File: config.mk
export PLATFORM = sky130hd
export DESIGN_NAME = i2c_eeprom_page_sequencer
export DESIGN_NICKNAME = d
export VERILOG_FILES = /design/src/i2cps_pkg.sv /design/src/i2cps_step.sv /design/src/i2cps_res_queue.sv /design/src/i2c_eeprom_page_sequencer.sv
export SDC_FILE = /design/constraint.sdc
export NUM_CORES = 1
export LEC_CHECK = 0
export ABC_AREA = 1
export BUFFER_PORTS_ARGS = -buffer_cell sky130_fd_sc_hd__buf_2
export CAP_MARGIN = 20
export CELL_PAD_IN_SITES_DETAIL_PLACEMENT = 0
export CELL_PAD_IN_SITES_GLOBAL_PLACEMENT = 1
export CORE_MARGIN = 2
export CORE_UTILIZATION = 35
export DETAILED_ROUTE_END_ITERATION = 8
export GPL_TIMING_DRIVEN = 0
export PLACE_DENSITY_LB_ADDON = 0.12
export SLEW_MARGIN = 20
export SYNTH_ARGS = -nofsm -noshare
export SYNTH_HDL_FRONTEND = slang
export SYNTH_SLANG_ARGS = --single-unit
File: constraint.sdc
create_clock -name clk -period 6.15 [get_ports clk]
set_input_delay 0.3075 -clock clk [delete_from_list [all_inputs] [get_ports clk]]
set_output_delay 0.3075 -clock clk [all_outputs]
set_load 0.05 [all_outputs]
File: src/i2cps_pkg.sv
package i2cps_pkg;

    // Input opcodes
    localparam logic [1:0] OP_WRITE = 2'd0;
    localparam logic [1:0] OP_READ  = 2'd1;
    localparam logic [1:0] OP_RESP  = 2'd2;
    localparam logic [1:0] OP_DATA  = 2'd3;

    // Configuration register indexes
    localparam logic [1:0] REG_DEVICE_ADDRESS = 2'd0;
    localparam logic [1:0] REG_PAGE_SIZE_LOG2 = 2'd1;
    localparam logic [1:0] REG_CAPACITY       = 2'd2;

    // Reset values of the configuration registers
    localparam logic [6:0] DEVICE_ADDRESS_RESET = 7'd80;
    localparam logic [3:0] PAGE_SIZE_LOG2_RESET = 4'd3;
    localparam logic [8:0] CAPACITY_RESET       = 9'd256;

    // Largest page exponent (a 256-byte page)
    localparam logic [3:0] PAGE_LOG2_MAX = 4'd8;

    // Results produced by one request at most, and result queue depth
    localparam int MaxResults = 3;
    localparam int QDepth     = 4;
    localparam int QPtrW      = $clog2(QDepth);
    localparam int QCntW      = $clog2(QDepth + 1);

    typedef enum logic [2:0] {
        PH_IDLE     = 3'd0,
        PH_DEVACK   = 3'd1,
        PH_ADDRACK  = 3'd2,
        PH_NEEDDATA = 3'd3,
        PH_DATAACK  = 3'd4,
        PH_WAITDONE = 3'd5,
        PH_RDEVACK  = 3'd6,
        PH_RDATA    = 3'd7
    } phase_t;

    typedef enum logic [3:0] {
        CMD_START  = 4'd0,
        CMD_STOP   = 4'd1,
        CMD_SEND   = 4'd2,
        CMD_RDACK  = 4'd3,
        CMD_RDNACK = 4'd4,
        CMD_WAIT   = 4'd5,
        CMD_NEED   = 4'd6,
        CMD_RDOUT  = 4'd7,
        CMD_OK     = 4'd8,
        CMD_ERR    = 4'd9
    } cmd_t;

    typedef struct packed {
        logic [6:0] device_address;
        logic [3:0] page_size_log2;
        logic [8:0] capacity;
    } cfg_t;

    typedef struct packed {
        phase_t     phase;
        logic [7:0] cur_addr;
        logic [8:0] bytes_left;
        logic [8:0] chunk_left;
        logic       is_read;
    } seq_state_t;

    typedef struct packed {
        cmd_t       command;
        logic [7:0] byte_value;
        logic       last;
    } result_t;

    localparam result_t RESULT_NONE = '{command: CMD_OK, byte_value: 8'd0, last: 1'b0};

endpackage

File: src/i2cps_step.sv
module i2cps_step
    import i2cps_pkg::*;
(
    input  seq_state_t cur,
    input  cfg_t       cfg,
    input  logic [1:0] opcode,
    input  logic [7:0] mem_address,
    input  logic [8:0] length,
    input  logic [7:0] data_byte,
    input  logic       ack,
    output seq_state_t nxt,
    output result_t    res [MaxResults],
    output logic [1:0] res_count
);

    // Bytes that fit before the next page boundary, capped by what is left
    function automatic logic [8:0] chunk_len(
        input logic [7:0] addr,
        input logic [8:0] bytes,
        input logic [3:0] psl2
    );
        logic [3:0] p;
        logic [8:0] page;
        logic [8:0] offs;
        logic [8:0] room;
        p    = (psl2 > PAGE_LOG2_MAX) ? PAGE_LOG2_MAX : psl2;
        page = 9'd1 << p;
        offs = {1'b0, addr} & (page - 9'd1);
        room = page - offs;
        return (bytes < room) ? bytes : room;
    endfunction

    function automatic result_t mk(input cmd_t c, input logic [7:0] b);
        result_t r;
        r.command    = c;
        r.byte_value = b;
        r.last       = 1'b0;
        return r;
    endfunction

    logic [7:0] wr_addr_byte;
    logic [7:0] rd_addr_byte;

    assign wr_addr_byte = {cfg.device_address, 1'b0};
    assign rd_addr_byte = {cfg.device_address, 1'b1};

    // Advance the sequence by one input and form its results
    always_comb
    begin
        logic [8:0] room;
        logic [8:0] wlen;
        logic [8:0] bytes_dec;
        logic [8:0] chunk_dec;
        nxt       = cur;
        res[0]    = RESULT_NONE;
        res[1]    = RESULT_NONE;
        res[2]    = RESULT_NONE;
        res_count = 2'd0;
        room      = '0;
        wlen      = '0;
        bytes_dec = cur.bytes_left - 9'd1;
        chunk_dec = cur.chunk_left - 9'd1;

        case (cur.phase)
            PH_IDLE:
            begin
                if (opcode == OP_WRITE)
                begin
                    room = ({1'b0, mem_address} < cfg.capacity)
                         ? cfg.capacity - {1'b0, mem_address} : 9'd0;
                    wlen = (length > room) ? room : length;
                    nxt.cur_addr   = mem_address;
                    nxt.bytes_left = wlen;
                    nxt.is_read    = 1'b0;
                    if (wlen == 9'd0)
                    begin
                        res[0]    = mk(CMD_OK, 8'd0);
                        res_count = 2'd1;
                    end
                    else
                    begin
                        nxt.chunk_left = chunk_len(mem_address, wlen, cfg.page_size_log2);
                        res[0]    = mk(CMD_START, 8'd0);
                        res[1]    = mk(CMD_SEND, wr_addr_byte);
                        res_count = 2'd2;
                        nxt.phase = PH_DEVACK;
                    end
                end
                else if (opcode == OP_READ)
                begin
                    nxt.cur_addr   = mem_address;
                    nxt.bytes_left = length;
                    nxt.chunk_left = 9'd0;
                    nxt.is_read    = 1'b1;
                    if (length == 9'd0)
                    begin
                        res[0]    = mk(CMD_OK, 8'd0);
                        res_count = 2'd1;
                    end
                    else
                    begin
                        res[0]    = mk(CMD_START, 8'd0);
                        res[1]    = mk(CMD_SEND, wr_addr_byte);
                        res_count = 2'd2;
                        nxt.phase = PH_DEVACK;
                    end
                end
            end

            PH_DEVACK:
            begin
                if (opcode == OP_RESP)
                begin
                    if (!ack)
                    begin
                        res[0]    = mk(CMD_STOP, 8'd0);
                        res[1]    = mk(CMD_ERR, 8'd0);
                        res_count = 2'd2;
                        nxt.phase = PH_IDLE;
                    end
                    else
                    begin
                        res[0]    = mk(CMD_SEND, cur.cur_addr);
                        res_count = 2'd1;
                        nxt.phase = PH_ADDRACK;
                    end
                end
            end

            PH_ADDRACK:
            begin
                if (opcode == OP_RESP)
                begin
                    if (!ack)
                    begin
                        res[0]    = mk(CMD_STOP, 8'd0);
                        res[1]    = mk(CMD_ERR, 8'd0);
                        res_count = 2'd2;
                        nxt.phase = PH_IDLE;
                    end
                    else if (cur.is_read)
                    begin
                        res[0]    = mk(CMD_START, 8'd0);
                        res[1]    = mk(CMD_SEND, rd_addr_byte);
                        res_count = 2'd2;
                        nxt.phase = PH_RDEVACK;
                    end
                    else
                    begin
                        res[0]    = mk(CMD_NEED, 8'd0);
                        res_count = 2'd1;
                        nxt.phase = PH_NEEDDATA;
                    end
                end
            end

            PH_NEEDDATA:
            begin
                if (opcode == OP_DATA)
                begin
                    res[0]    = mk(CMD_SEND, data_byte);
                    res_count = 2'd1;
                    nxt.phase = PH_DATAACK;
                end
            end

            PH_DATAACK:
            begin
                if (opcode == OP_RESP)
                begin
                    if (!ack)
                    begin
                        res[0]    = mk(CMD_STOP, 8'd0);
                        res[1]    = mk(CMD_ERR, 8'd0);
                        res_count = 2'd2;
                        nxt.phase = PH_IDLE;
                    end
                    else
                    begin
                        nxt.cur_addr   = cur.cur_addr + 8'd1;
                        nxt.bytes_left = bytes_dec;
                        nxt.chunk_left = chunk_dec;
                        if (chunk_dec != 9'd0)
                        begin
                            res[0]    = mk(CMD_NEED, 8'd0);
                            res_count = 2'd1;
                            nxt.phase = PH_NEEDDATA;
                        end
                        else if (bytes_dec == 9'd0)
                        begin
                            res[0]    = mk(CMD_STOP, 8'd0);
                            res[1]    = mk(CMD_OK, 8'd0);
                            res_count = 2'd2;
                            nxt.phase = PH_IDLE;
                        end
                        else
                        begin
                            res[0]    = mk(CMD_STOP, 8'd0);
                            res[1]    = mk(CMD_WAIT, 8'd0);
                            res_count = 2'd2;
                            nxt.phase = PH_WAITDONE;
                        end
                    end
                end
            end

            PH_WAITDONE:
            begin
                // Write cycle over: open the next chunk whatever the ack bit
                if (opcode == OP_RESP)
                begin
                    nxt.chunk_left = chunk_len(cur.cur_addr, cur.bytes_left,
                                               cfg.page_size_log2);
                    res[0]    = mk(CMD_START, 8'd0);
                    res[1]    = mk(CMD_SEND, wr_addr_byte);
                    res_count = 2'd2;
                    nxt.phase = PH_DEVACK;
                end
            end

            PH_RDEVACK:
            begin
                if (opcode == OP_RESP)
                begin
                    if (!ack)
                    begin
                        res[0]    = mk(CMD_STOP, 8'd0);
                        res[1]    = mk(CMD_ERR, 8'd0);
                        res_count = 2'd2;
                        nxt.phase = PH_IDLE;
                    end
                    else
                    begin
                        res[0]    = mk((cur.bytes_left == 9'd1) ? CMD_RDNACK : CMD_RDACK,
                                       8'd0);
                        res_count = 2'd1;
                        nxt.phase = PH_RDATA;
                    end
                end
            end

            PH_RDATA:
            begin
                if (opcode == OP_RESP)
                begin
                    nxt.cur_addr   = cur.cur_addr + 8'd1;
                    nxt.bytes_left = bytes_dec;
                    res[0]         = mk(CMD_RDOUT, data_byte);
                    if (bytes_dec != 9'd0)
                    begin
                        res[1]    = mk((bytes_dec == 9'd1) ? CMD_RDNACK : CMD_RDACK, 8'd0);
                        res_count = 2'd2;
                    end
                    else
                    begin
                        res[1]    = mk(CMD_STOP, 8'd0);
                        res[2]    = mk(CMD_OK, 8'd0);
                        res_count = 2'd3;
                        nxt.phase = PH_IDLE;
                    end
                end
            end

            default:
            begin
                nxt.phase = PH_IDLE;
            end
        endcase

        // Mark the final result of this request
        case (res_count)
            2'd1:    res[0].last = 1'b1;
            2'd2:    res[1].last = 1'b1;
            2'd3:    res[2].last = 1'b1;
            default: ;
        endcase
    end

endmodule

File: src/i2cps_res_queue.sv
module i2cps_res_queue
    import i2cps_pkg::*;
(
    input  logic             clk,
    input  logic             rst_n,
    input  logic [1:0]       push_count,
    input  result_t          push_res [MaxResults],
    input  logic             pop,
    output logic             not_empty,
    output logic             has_room,
    output result_t          head,
    output logic [QCntW-1:0] count
);

    result_t          entry_reg [QDepth];
    logic [QPtrW-1:0] rd_ptr_reg;
    logic [QPtrW-1:0] rd_ptr_next;
    logic [QPtrW-1:0] wr_ptr_reg;
    logic [QPtrW-1:0] wr_ptr_next;
    logic [QCntW-1:0] count_reg;
    logic [QCntW-1:0] count_next;

    assign not_empty = (count_reg != '0);
    assign has_room  = (count_reg <= QCntW'(QDepth - MaxResults));
    assign head      = entry_reg[rd_ptr_reg];
    assign count     = count_reg;

    // Advance pointers and fill level
    always_comb
    begin
        rd_ptr_next = rd_ptr_reg + QPtrW'(pop);
        wr_ptr_next = wr_ptr_reg + QPtrW'(push_count);
        count_next  = count_reg + QCntW'(push_count) - QCntW'(pop);
    end

    always_ff @(posedge clk or negedge rst_n)
    begin
        if (!rst_n)
        begin
            rd_ptr_reg <= '0;
            wr_ptr_reg <= '0;
            count_reg  <= '0;
        end
        else
        begin
            rd_ptr_reg <= rd_ptr_next;
            wr_ptr_reg <= wr_ptr_next;
            count_reg  <= count_next;
        end
    end

    // Store the new results in order behind the tail
    always_ff @(posedge clk)
    begin
        for (int i = 0; i < MaxResults; i++)
        begin
            if (2'(i) < push_count)
            begin
                entry_reg[wr_ptr_reg + QPtrW'(i)] <= push_res[i];
            end
        end
    end

endmodule

File: src/i2c_eeprom_page_sequencer.sv
// Channel   Direction  Handshake              Payload
// in        input      in_valid / in_ready    opcode, mem_address, length, data_byte, ack
// out       output     out_valid / out_ready  command, byte_value, last
// cfg       input      cfg_valid / cfg_ready  cfg_index, cfg_data
//
// Each request is decoded in the cycle it is taken; its zero to three results enter a
// four-entry result queue and leave one per cycle while out_ready is high. A request is
// taken whenever the queue holds at most one result, so one request per cycle is
// sustained while the output keeps pace; requests with several results are bounded by the
// single output port. Reset returns the sequencer to idle, empties the queue and restores
// the register values. cfg_ready is always high.
module i2c_eeprom_page_sequencer
    import i2cps_pkg::*;
(
    input  logic       clk,
    input  logic       rst_n,
    input  logic       in_valid,
    output logic       in_ready,
    input  logic [1:0] opcode,
    input  logic [7:0] mem_address,
    input  logic [8:0] length,
    input  logic [7:0] data_byte,
    input  logic       ack,
    output logic       out_valid,
    input  logic       out_ready,
    output logic [3:0] command,
    output logic [7:0] byte_value,
    output logic       last,
    input  logic       cfg_valid,
    output logic       cfg_ready,
    input  logic [1:0] cfg_index,
    input  logic [8:0] cfg_data
);

    cfg_t             cfg_reg;
    cfg_t             cfg_next;
    seq_state_t       state_reg;
    seq_state_t       state_next;
    seq_state_t       step_state;
    result_t          step_res [MaxResults];
    logic [1:0]       step_count;
    logic [1:0]       push_count;
    logic             in_take;
    logic             out_take;
    logic             q_not_empty;
    logic             q_has_room;
    result_t          q_head;
    logic [QCntW-1:0] q_count;

    assign cfg_ready = 1'b1;
    assign in_ready  = q_has_room;
    assign in_take   = in_valid && in_ready;
    assign out_take  = out_valid && out_ready;

    // Write the addressed register; drop indexes beyond the list
    always_comb
    begin
        cfg_next = cfg_reg;
        if (cfg_valid && cfg_ready)
        begin
            case (cfg_index)
                REG_DEVICE_ADDRESS: cfg_next.device_address = cfg_data[6:0];
                REG_PAGE_SIZE_LOG2: cfg_next.page_size_log2 = cfg_data[3:0];
                REG_CAPACITY:       cfg_next.capacity       = cfg_data;
                default:            ;
            endcase
        end
    end

    always_ff @(posedge clk or negedge rst_n)
    begin
        if (!rst_n)
        begin
            cfg_reg.device_address <= DEVICE_ADDRESS_RESET;
            cfg_reg.page_size_log2 <= PAGE_SIZE_LOG2_RESET;
            cfg_reg.capacity       <= CAPACITY_RESET;
        end
        else
        begin
            cfg_reg <= cfg_next;
        end
    end

    i2cps_step u_step (
        .cur         (state_reg),
        .cfg         (cfg_reg),
        .opcode      (opcode),
        .mem_address (mem_address),
        .length      (length),
        .data_byte   (data_byte),
        .ack         (ack),
        .nxt         (step_state),
        .res         (step_res),
        .res_count   (step_count)
    );

    // Hold the sequence state unless a request is taken
    always_comb
    begin
        state_next = in_take ? step_state : state_reg;
        push_count = in_take ? step_count : 2'd0;
    end

    always_ff @(posedge clk or negedge rst_n)
    begin
        if (!rst_n)
        begin
            state_reg.phase      <= PH_IDLE;
            state_reg.cur_addr   <= '0;
            state_reg.bytes_left <= '0;
            state_reg.chunk_left <= '0;
            state_reg.is_read    <= 1'b0;
        end
        else
        begin
            state_reg <= state_next;
        end
    end

    i2cps_res_queue u_queue (
        .clk        (clk),
        .rst_n      (rst_n),
        .push_count (push_count),
        .push_res   (step_res),
        .pop        (out_take),
        .not_empty  (q_not_empty),
        .has_room   (q_has_room),
        .head       (q_head),
        .count      (q_count)
    );

    assign out_valid  = q_not_empty;
    assign command    = q_head.command;
    assign byte_value = q_head.byte_value;
    assign last       = q_head.last;

`ifndef NO_ASSERTIONS
    a_queue_bound: assert property (@(posedge clk) disable iff (!rst_n)
        q_count <= QCntW'(QDepth))
        else $error("result queue overfilled");

    a_busy_has_bytes: assert property (@(posedge clk) disable iff (!rst_n)
        state_reg.phase != PH_IDLE |-> state_reg.bytes_left != 9'd0)
        else $error("sequence active with no bytes left");

    a_idle_resp_silent: assert property (@(posedge clk) disable iff (!rst_n)
        in_take && state_reg.phase == PH_IDLE && (opcode == OP_RESP || opcode == OP_DATA)
        |=> q_count <= $past(q_count))
        else $error("result produced for an unexpected request while idle");

    a_idle_stays: assert property (@(posedge clk) disable iff (!rst_n)
        state_reg.phase == PH_IDLE && !in_take |=> state_reg.phase == PH_IDLE)
        else $error("sequencer left idle without a request");
`endif

endmodule

==> results_dict.tcl, run 1 <==
set metrics [dict create \
    syn_area_um2 9376 \
    netlist.area_leader.share_pct 13.88 \
    rows 59 \
    slew_headroom_pct 31.43 \
    cts_buffers 9 \
    leakage_nw 5.228 \
    grtUsageTotal_pct 23.56 \
    cts_repair_resize_count 0 \
    slowest_delay_ns 0.48 \
    place_inst 1819 \
    grt_pass1_vias 8916 \
    die_y_um 167.7 \
    cts_sinks 109 \
    ant_nets 0 \
    wl_um 32760 \
    antennaDiodeCount 0 \
    largest_reg_flops 52 \
    core_um2 26210 \
    syn_inst 1425 \
    initial_core_util_pct 35.78 \
    switching_share_pct 54.45 \
    drt_pre_antenna_iters 6 \
    cts_tree "done" \
    p_per_area_nw_per_um2 471.2 \
    clk_latency_ns 0.37 \
    setup.worst_path.class "flip-flop to flip-flop" \
    finalMaxSlewViolations 0 \
    cts_setup_buffers 0 \
    stdcell_count 1836 \
    ys_async_sr_fraction_pct 52.29 \
    nets 1598 \
    combPwrFrac_pct 61.9 \
    worst_pin_slew_ns 1.016 \
    path_max_fanout 10 \
    drt_iter0_markers 654 \
    min-delay-path-class "input pin to flip-flop" \
    synth_area_per_cell_um2 6.580 \
    die_w_um 167.7 \
    ir_drop_v 0.0001943 \
    synth_largest_area_cell "dfrtp_1" \
    vias 9452 \
    cts.clk_slew.worst_paths_ns 0.09 \
    crit_required_ns 6.39 \
    yosys_warnings 0 \
    ys_seq_elements 109 \
    root_buffer "clkbuf_16" \
    tns_ns 0 \
    period_share_pct 88.83 \
    synth-edff-count 4 \
    hpwl_um 26510 \
    wire_per_inst_um 17.84 \
    netSwitchingPower_mw 2.676 \
    antenna_found_initial 0 \
    drc 0 \
    ys_top_cells_by_area "dfrtp_1 14%, nand2_1 13%, dfxtp_1 10%, nor2_1 7.8%, ha_1 7.5%" \
    rsz0062_at_grt "no" \
    skew_ns 0.01240 \
    design_area_um2 10430 \
    start_kind "flip-flop" \
    ios 60 \
    status "completed" \
    period_needed_ns 5.463 \
    area_growth_pct 11.22 \
    drv_cap 0 \
    grt_pass1_wl_um 51070 \
    place_area_um2 10120 \
    finalSetupViolations 0 \
    path_cells "buf_2, nor2_1, nand2_1, ha_1, inv_1, a2111oi_0, xor2_1, nand2_1, ha_1, nand2_1, nor2_1, a211oi_1, o31ai_1, xor2_1, ha_1, nand4_1, a31oi_1, a2111oi_0, nand2_1, clkbuf_1, o211ai_1, o221ai_1, nor2_1, a21oi_1" \
    die-area_um2 28110 \
    grt_overflow 0 \
    crit_path_end_kind "flip-flop" \
    grt_max_degree 43 \
    portBuffers 57 \
    whs_path_depth 3 \
    rr_worst_depth 24 \
    p_seq_share_pct 25.6 \
    vias_per_cell 5.148 \
    drive_above_1_share_pct 11.26 \
    gp_congestion 0.9109 \
    htree_levels 3 \
    p_clk_share_pct 12.6 \
    ys_types 63 \
    hold_viol_final 0 \
    clockBufferDepth 2 \
    yosysSeqAreaShare_pct 26.81 \
    worst_ep_arrival_time_ns 5.70 \
    syn-num-nets 1527 \
    synthFlopType "dfrtp_1" \
    cp_common_cell "nand2_1" \
    max_freq_mhz 183.1 \
    p_int_mw 2.238 \
    cpMaxStageDelayCell "a2111oi_0" \
]
routing by layer:
metal | routed length (µm) | GRT usage (%) | vias up | share of wire, %
met2 | 15340 | 39.64 | 221 | 47
li1 | - | - | 4806 | -
met4 | 463 | 4.953 | 0 | 1.4
met5 | 0 | 0 | - | 0
met1 | 15570 | 32.94 | 4401 | 48
met3 | 1380 | 2.174 | 24 | 4.2
placed cells by master, fill, tap and decap left out, types with 48 or more instances in the layout:
cell type	count
dfxtp_1	48
nand3_1	83
ha_1	56
a21oi_1	53
inv_1	181
nand2_1	328
buf_2	64
o21ai_0	129
dfrtp_1	52
nor2_1	194
repair_timing:
item / 4_1_cts / 5_1_grt
setup endpoints to repair: 0 / 0
hold buffers: 1 / 0
hold endpoints to repair: 15 / 0
per-stage QoR:
stage          hold WS (ns)  power, mW  util (%)  worst slack, ns
2_1_floorplan       0.01191      3.431         -            1.789
6_report             0.1606      4.914     39.79           0.6871
4_1_cts              0.1543      4.917     39.78           0.7091
3_5_place_dp         0.2046      4.287     38.63           0.7173
5_1_grt              0.1682      5.349     39.79           0.1740
3_3_place_gp         0.4278      4.269     38.47           0.7736
area by class of cell:
cell class | count | area, µm²
fillers | 2874 | 15780
multi-input cells | 1085 | 5933
plain buffers | 37 | 207.7
inverters | 194 | 733.2
clock buffers | 9 | 225.2
well taps | 335 | 419.2
flip-flops and latches | 109 | 2514
clock inverters | 7 | 66.31
repair buffers | 60 | 330.3
worst max-delay path: cells and delay by family, from the launching register on:
kind	cells	cell delay (ns)
flip-flops	1	0.34
AO/OA/AOI/OAI	8	1.72
AND/OR/NAND/NOR	8	1.16
buffers and inverters	3	0.65
adder cells (fa/ha/maj)	3	0.88
XOR/XNOR	2	0.56
cells in the mapped netlist, drive strengths merged (2+ instances only):
cell     instances
a2111oi          2
a211oi           5
a21o             2
a21oi           54
a22oi            7
a31oi            3
and2             3
buf             17
clkbuf          20
clkinv           4
dfrtp           52
dfstp            5
dfxtp           48
edfxtp           4
fa               2
ha              56
inv            190
nand2          349
nand3           91
nand3b          24
nand4           20
nor2           211
nor3            15
nor4             3
o2111ai          2
o211ai          15
o21a             4
o21ai          140
o21bai          12
o221ai           3
o22ai           18
o31ai            2
or2              5
xnor2            9
xor2            21
power by group through the flow:
stage / registers [mW] / logic [mW] / clock network, mW
final: 1.26 / 3.04 / 0.618
after global routing: 1.29 / 3.40 / 0.656
after CTS: 1.25 / 3.03 / 0.631
after detailed placement: 1.27 / 3.02 / 0
after floorplan: 1.18 / 2.25 / 0
after global placement: 1.26 / 3.01 / 0
worst paths after layout:
kind | startpoint | end | slack [ns]
worst max-delay path | cfg_reg[12] | state_reg[2] | 0.69
worst min-delay path | cfg_data[8] | cfg_reg[8] | 0.16
worst max register to register | cfg_reg[12] | state_reg[2] | 0.69
worst min register to register | u_queue.entry_reg[2][8] | u_queue.entry_reg[2][8] | 0.45
max in group asynchronous | rst_n | cfg_reg[19] | 5.22
min in group asynchronous | rst_n | state_reg[13] | 0.35
cell families after synthesis:
group | synth area share, %
fa+ha+maj | 7.900
simple gates | 35.39
flops | 26.81
buf+inv | 10.03
other cells | 0.03999
xor+xnor | 2.802
mux | 0.1201
compound gates | 16.91
Power figures use the tool's default switching activity.
==> inputs of run 2 (changes only) <==
==> constraint.sdc (replaced) <==
create_clock -name clk -period 6.15 [get_ports clk]
set_input_delay 0.9225 -clock clk [delete_from_list [all_inputs] [get_ports clk]]
set_output_delay 0.9225 -clock clk [all_outputs]
set_load 0.05 [all_outputs]
==> run 2 against run 1 <==
Compared with the run above:
- clock skew is 0.0020 ns higher
- routed wire length hardly changed
- final area hardly changed
- non-clock buffer count is 1 higher
- global-route usage hardly changed
- core utilization hardly changed
- die area stayed put
- final cell count hardly changed
- total power is 0.31% higher
- worst hold slack better by 0.25 ns
==> results_dict.tcl, run 2 (same netlist as run 1, synthesis figures left out) <==
set metrics [dict create \
    portBuffers 57 \
    nets 1599 \
    cts_setup_buffers 0 \
    stdcell_count 1837 \
    hold_buffers 0 \
    ios 60 \
    design_area_um2 10430 \
    cts_buffers 9 \
    worst_ep_arrival_time_ns 5.80 \
    die_y_um 167.7 \
    htree_levels 3 \
    rr_endpoint "state_reg[9]" \
    finalSetupViolations 0 \
    wl_um 32770 \
    grtUsageTotal_pct 23.56 \
    r2r-start "cfg_reg[12]" \
    cts_tree "done" \
    setup.worst_path.class "input pin to flip-flop" \
    cts_sinks 109 \
    r2r_setup_slack_ns 0.80 \
    fin_hold_ws_ns 0.4154 \
    drt_pre_antenna_iters 5 \
    slowest_delay_ns 0.42 \
    grt_pass1_vias 8910 \
    gp_congestion 0.9109 \
    hold_viol_final 0 \
    cpMaxStageDelayCell "fa_1" \
    crit_path_end_kind "flip-flop" \
    fillers 2876 \
    drc 0 \
    hpwl_um 26510 \
    initial_core_util_pct 35.78 \
    rows 59 \
    p_per_area_nw_per_um2 472.5 \
    path_max_fanout 10 \
    drv_cap 0 \
    area_growth_pct 11.28 \
    wire_per_inst_um 17.84 \
    cts_repair_resize_count 0 \
    slew_headroom_pct 27.17 \
    vias_per_cell 5.164 \
    cp_common_cell "nand2_1" \
    cts.clk_slew.worst_paths_ns 0.09 \
    dp_slack_ns 0.1023 \
    place_inst 1819 \
    rsz0062_at_grt "no" \
    root_buffer "clkbuf_16" \
    clockBufferDepth 2 \
    grt_overflow 0 \
    vias 9487 \
    critPathLaunch "mem_address[0]" \
    worst_pin_slew_ns 1.079 \
    period_share_pct 90.45 \
    ir_drop_v 0.0001943 \
    die_w_um 167.7 \
    grt_max_degree 43 \
    start_kind "input pin" \
    drive_above_1_share_pct 11.38 \
    largest_reg_flops 52 \
    core_um2 26210 \
    ant_nets 0 \
    layout_common_cells "328 x nand2_1, 194 x nor2_1, 181 x inv_1, 129 x o21ai_0, 83 x nand3_1" \
    finalMaxSlewViolations 0 \
    clk_latency_ns 0.37 \
    period_needed_ns 5.563 \
    max_freq_mhz 179.8 \
    worst_slack_ns 0.5872 \
    skew_ns 0.01443 \
    grt_pass1_wl_um 51060 \
    rr_worst_depth 25 \
    min-delay-path-class "input pin to async pin" \
    place_area_um2 10120 \
    drt_iter0_markers 701 \
    die-area_um2 28110 \
    final_common_cell "nand2_1" \
    status "completed" \
    antenna_found_initial 0 \
    antennaDiodeCount 0 \
    leakage_nw 5.234 \
    tns_ns 0 \
    crit_required_ns 6.39 \
]
run 2: changes by cell type in the layout (fill, tap and decap cells not counted):
cell and delta:
buf_4 +2, dlygate4sd3_1 -1
run 2: per-stage QoR:
stage | util [%] | power, mW
floorplan | - | 3.431
global placement | 38.47 | 4.269
detailed placement | 38.63 | 4.287
CTS | 39.74 | 4.917
global route | 39.81 | 5.370
finish | 39.81 | 4.930
run 2: area by class of cell:
| class | count | area [µm²] | share of cell area, % |
|---|---|---|---|
| multi-input cells | 1085 | 5933 | 56.87 |
| flip-flops and latches | 109 | 2514 | 24.09 |
| inverters | 194 | 733.2 | 7.027 |
| well taps | 335 | 419.2 | 4.017 |
| repair buffers | 61 | 335.3 | 3.214 |
| clock buffers | 9 | 225.2 | 2.159 |
| plain buffers | 37 | 207.7 | 1.991 |
| clock inverters | 7 | 66.31 | 0.6356 |
run 2: metal layers:
metal	up-vias	global-route usage (%)	wire (µm)
met3	21	2.174	1435
met1	4435	32.94	15480
met5	-	0	0
met4	0	4.953	441
li1	4807	-	-
met2	224	39.62	15410
run 2: how the worst max path moves through the flow:
stage / endpoint / slack (ns) / depth (start not counted)
global route: state_reg[2] / 0.1 / 33
global placement: state_reg[4] / 0.16 / 33
finish: state_reg[4] / 0.59 / 33
CTS: state_reg[2] / 0.48 / 33
detailed placement: state_reg[2] / 0.10 / 33
floorplan: state_reg[1] / 1.22 / 32
run 2: power breakdown:
group          switching (mW)  internal, mW  total, mW
sequential              0.238          1.02       1.26
combinational            2.11         0.948       3.05
clock                   0.330         0.288      0.618
total                    2.67          2.25       4.93
run 2: worst max-delay path: cells and delay by family:
kind	cells	cell delay, ns
simple gates	17	1.86
fa+ha+maj	4	1.26
compound gates	5	0.93
buf+inv	7	0.83
==> inputs of run 3 (changes only) <==
--- a/config.mk
+++ b/config.mk
@@ -5,7 +5,6 @@
 export SDC_FILE = /design/constraint.sdc
 export NUM_CORES = 1
 export LEC_CHECK = 0
-export ABC_AREA = 1
 export BUFFER_PORTS_ARGS = -buffer_cell sky130_fd_sc_hd__buf_2
 export CAP_MARGIN = 20
 export CELL_PAD_IN_SITES_DETAIL_PLACEMENT = 0
==> run 3 against run 2 <==
Compared with the run above:
- routed wire length decreased by 5.3%
- total power increased by 0.80%
- global-route usage increased by 0.13 points
- sequential share of layout area increased by 0.75 points
- fmax decreased by 6.9%
- critical path depth decreased by 8
==> results_dict.tcl, run 3 <==
set metrics [dict create \
    htree_levels 3 \
    synth-edff-count 4 \
    worst_pin_slew_ns 1.137 \
    ir_drop_v 0.0001823 \
    rsz0062_at_grt "yes" \
    grt_pass1_vias 8131 \
    fillers 2679 \
    power.total_mw 4.969 \
    syn-num-nets 1160 \
    synth_area_per_cell_um2 8.329 \
    drc 0 \
    period_share_pct 97.12 \
    drt_pre_antenna_iters 5 \
    ys_types 91 \
    vias 8371 \
    nets 1243 \
    setup.worst_path.class "input pin to flip-flop" \
    synth.most_common_cell "nor2_1" \
    initial_core_util_pct 35.30 \
    grtUsageTotal_pct 23.68 \
    cts.clk_slew.worst_paths_ns 0.09 \
    cts_buffers 9 \
    finalSetupViolations 0 \
    min-delay-path-class "input pin to async pin" \
    syn_area_um2 8812 \
    worst_slack_ns 0.1769 \
    drv_cap 0 \
    synth_largest_area_cell "dfrtp_1" \
    yosysSeqAreaShare_pct 28.52 \
    ys_top_cells_by_area "dfrtp_1 15%, dfxtp_1 11%, ha_1 8.0%, a21oi_1 5.0%, nor2_1 4.4%" \
    yosys-top-cells-count "104 x nor2_1, 103 x nand2_1, 88 x a21oi_1" \
    start_kind "input pin" \
    ios 60 \
    die-area_um2 26460 \
    crit_required_ns 6.40 \
    grt_overflow 0 \
    clk_latency_ns 0.37 \
    crit_path_end_kind "flip-flop" \
    core_um2 24960 \
    syn_inst 1058 \
    layout_common_cells "102 x nor2_1, 102 x nand2_1, 87 x a21oi_1, 59 x buf_2, 53 x ha_1" \
    dp_slack_ns -0.8470 \
    antenna_found_initial 0 \
    worst_ep_arrival_time_ns 6.23 \
    netlist.area_leader.share_pct 14.77 \
    ys_async_sr_fraction_pct 52.29 \
    drive_above_1_share_pct 18.24 \
    grt_max_degree 36 \
    final_util_pct 40.53 \
    yosys_warnings 0 \
    wire_per_inst_um 21.02 \
    path_max_fanout 10 \
    root_buffer "clkbuf_16" \
    vias_per_cell 5.671 \
    p_per_area_nw_per_um2 491.1 \
    die_w_um 162.7 \
    area_growth_pct 14.82 \
    wl_um 31030 \
    ys_seq_elements 109 \
    finalMaxSlewViolations 0 \
    skew_ns 0.01330 \
    cts_tree "done" \
    largest_reg_flops 52 \
    clockBufferDepth 2 \
    grt_pass1_wl_um 48190 \
    period_needed_ns 5.973 \
    gp_congestion 0.8762 \
    die_y_um 162.7 \
    antennaDiodeCount 0 \
    synthFlopType "dfrtp_1" \
    drt_iter0_markers 550 \
    portBuffers 58 \
    ant_nets 0 \
    leakage_nw 4.119 \
    hpwl_um 24120 \
    rows 58 \
    status "completed" \
    max_freq_mhz 167.4 \
    hold_viol_final 0 \
    slew_headroom_pct 23.61 \
    cts_sinks 109 \
    hold_buffers 0 \
]
==> run 3: worst paths after layout <==
kind,cells past startpoint,from,slack (ns),endpoint
setup / recovery,25,mem_address[0],0.18,state_reg[4]
max in group asynchronous,2,rst_n,5.11,cfg_reg[8]
hold / removal,1,rst_n,0.45,state_reg[16]
hold reg to reg,1,u_queue.entry_reg[2][12],0.46,u_queue.entry_reg[2][12]
setup reg to reg,23,cfg_reg[4],0.52,state_reg[4]
min in group clk,1,u_queue.entry_reg[2][12],0.46,u_queue.entry_reg[2][12]
==> run 3: cells by family (layout without fill, tap and decap cells) <==
kind of cell,count (synthesis),count (layout),synth area share [%]
simple gates,366,366,20.55
fa+ha+maj,58,58,8.406
buf+inv,103,191,4.785
other cells,1,1,0.04255
xor+xnor,32,32,3.180
mux,62,62,9.314
compound gates,327,327,25.20
flops,109,109,28.52
==> run 3: worst max-delay path, cell delays in order <==
cell      delay [ns]
buf_2           0.17
ha_1            0.24
fa_2            0.37
nor2b_2         0.14
o31ai_1         0.08
a21boi_1        0.28
nor3_2          0.10
or3_1           0.33
ha_1            0.31
a21o_1          0.16
a21o_1          0.22
a221o_1         0.41
buf_4           0.16
a21boi_0        0.16
a31o_2          0.19
ha_1            0.25
nor2b_1         0.13
o21ai_0         0.14
nand2b_1        0.07
a221oi_1        0.30
o21ai_1         0.15
buf_6           0.17
or2_2           0.31
a31o_2          0.25
a22o_1          0.22
==> run 3: cell type report <==
cell class | count | area [µm²] | area share [%]
multi-input cells | 846 | 6023 | 59.53
flip-flops and latches | 109 | 2514 | 24.84
inverters | 51 | 191.4 | 1.892
well taps | 330 | 412.9 | 4.081
repair buffers | 73 | 430.4 | 4.254
plain buffers | 51 | 244.0 | 2.411
clock buffers | 9 | 225.2 | 2.226
clock inverters | 7 | 77.57 | 0.7667
==> run 3: where the power goes <==
part | switching [mW] | total [mW] | internal (mW) | leakage (nW)
sequential | 0.243 | 1.24 | 0.994 | 1.11
combinational | 1.88 | 3.10 | 1.23 | 2.86
clock | 0.335 | 0.628 | 0.293 | 0.150
total | 2.46 | 4.97 | 2.51 | 4.12
==> run 3: per-stage QoR <==
stage               area [µm²]  setup TNS [ns]  hold slack [ns]  std cells
finish                   10120               0           0.4497       1476
global route             10120         -0.1882           0.4705       1476
CTS                       9942               0           0.4623       1467
detailed placement        9544          -39.23           0.4412       1447
global placement          9515          -36.33           0.4372       1446
floorplan                 8812               0           0.4204       1058
==> run 3: repair_timing <==
action	4_1_cts	5_1_grt
resized for setup	17	22
setup buffers	4	10
setup endpoints to repair	60	61
pin swaps	4	10
==> run 3: routing by layer <==
metal | GRT usage [%] | part of all wire [%] | vias up
li1 | - | - | 4069
met1 | 34.31 | 49 | 4069
met2 | 37.66 | 45 | 204
met3 | 2.470 | 4.4 | 29
met4 | 6.114 | 1.7 | 0
met5 | 0 | 0 | -
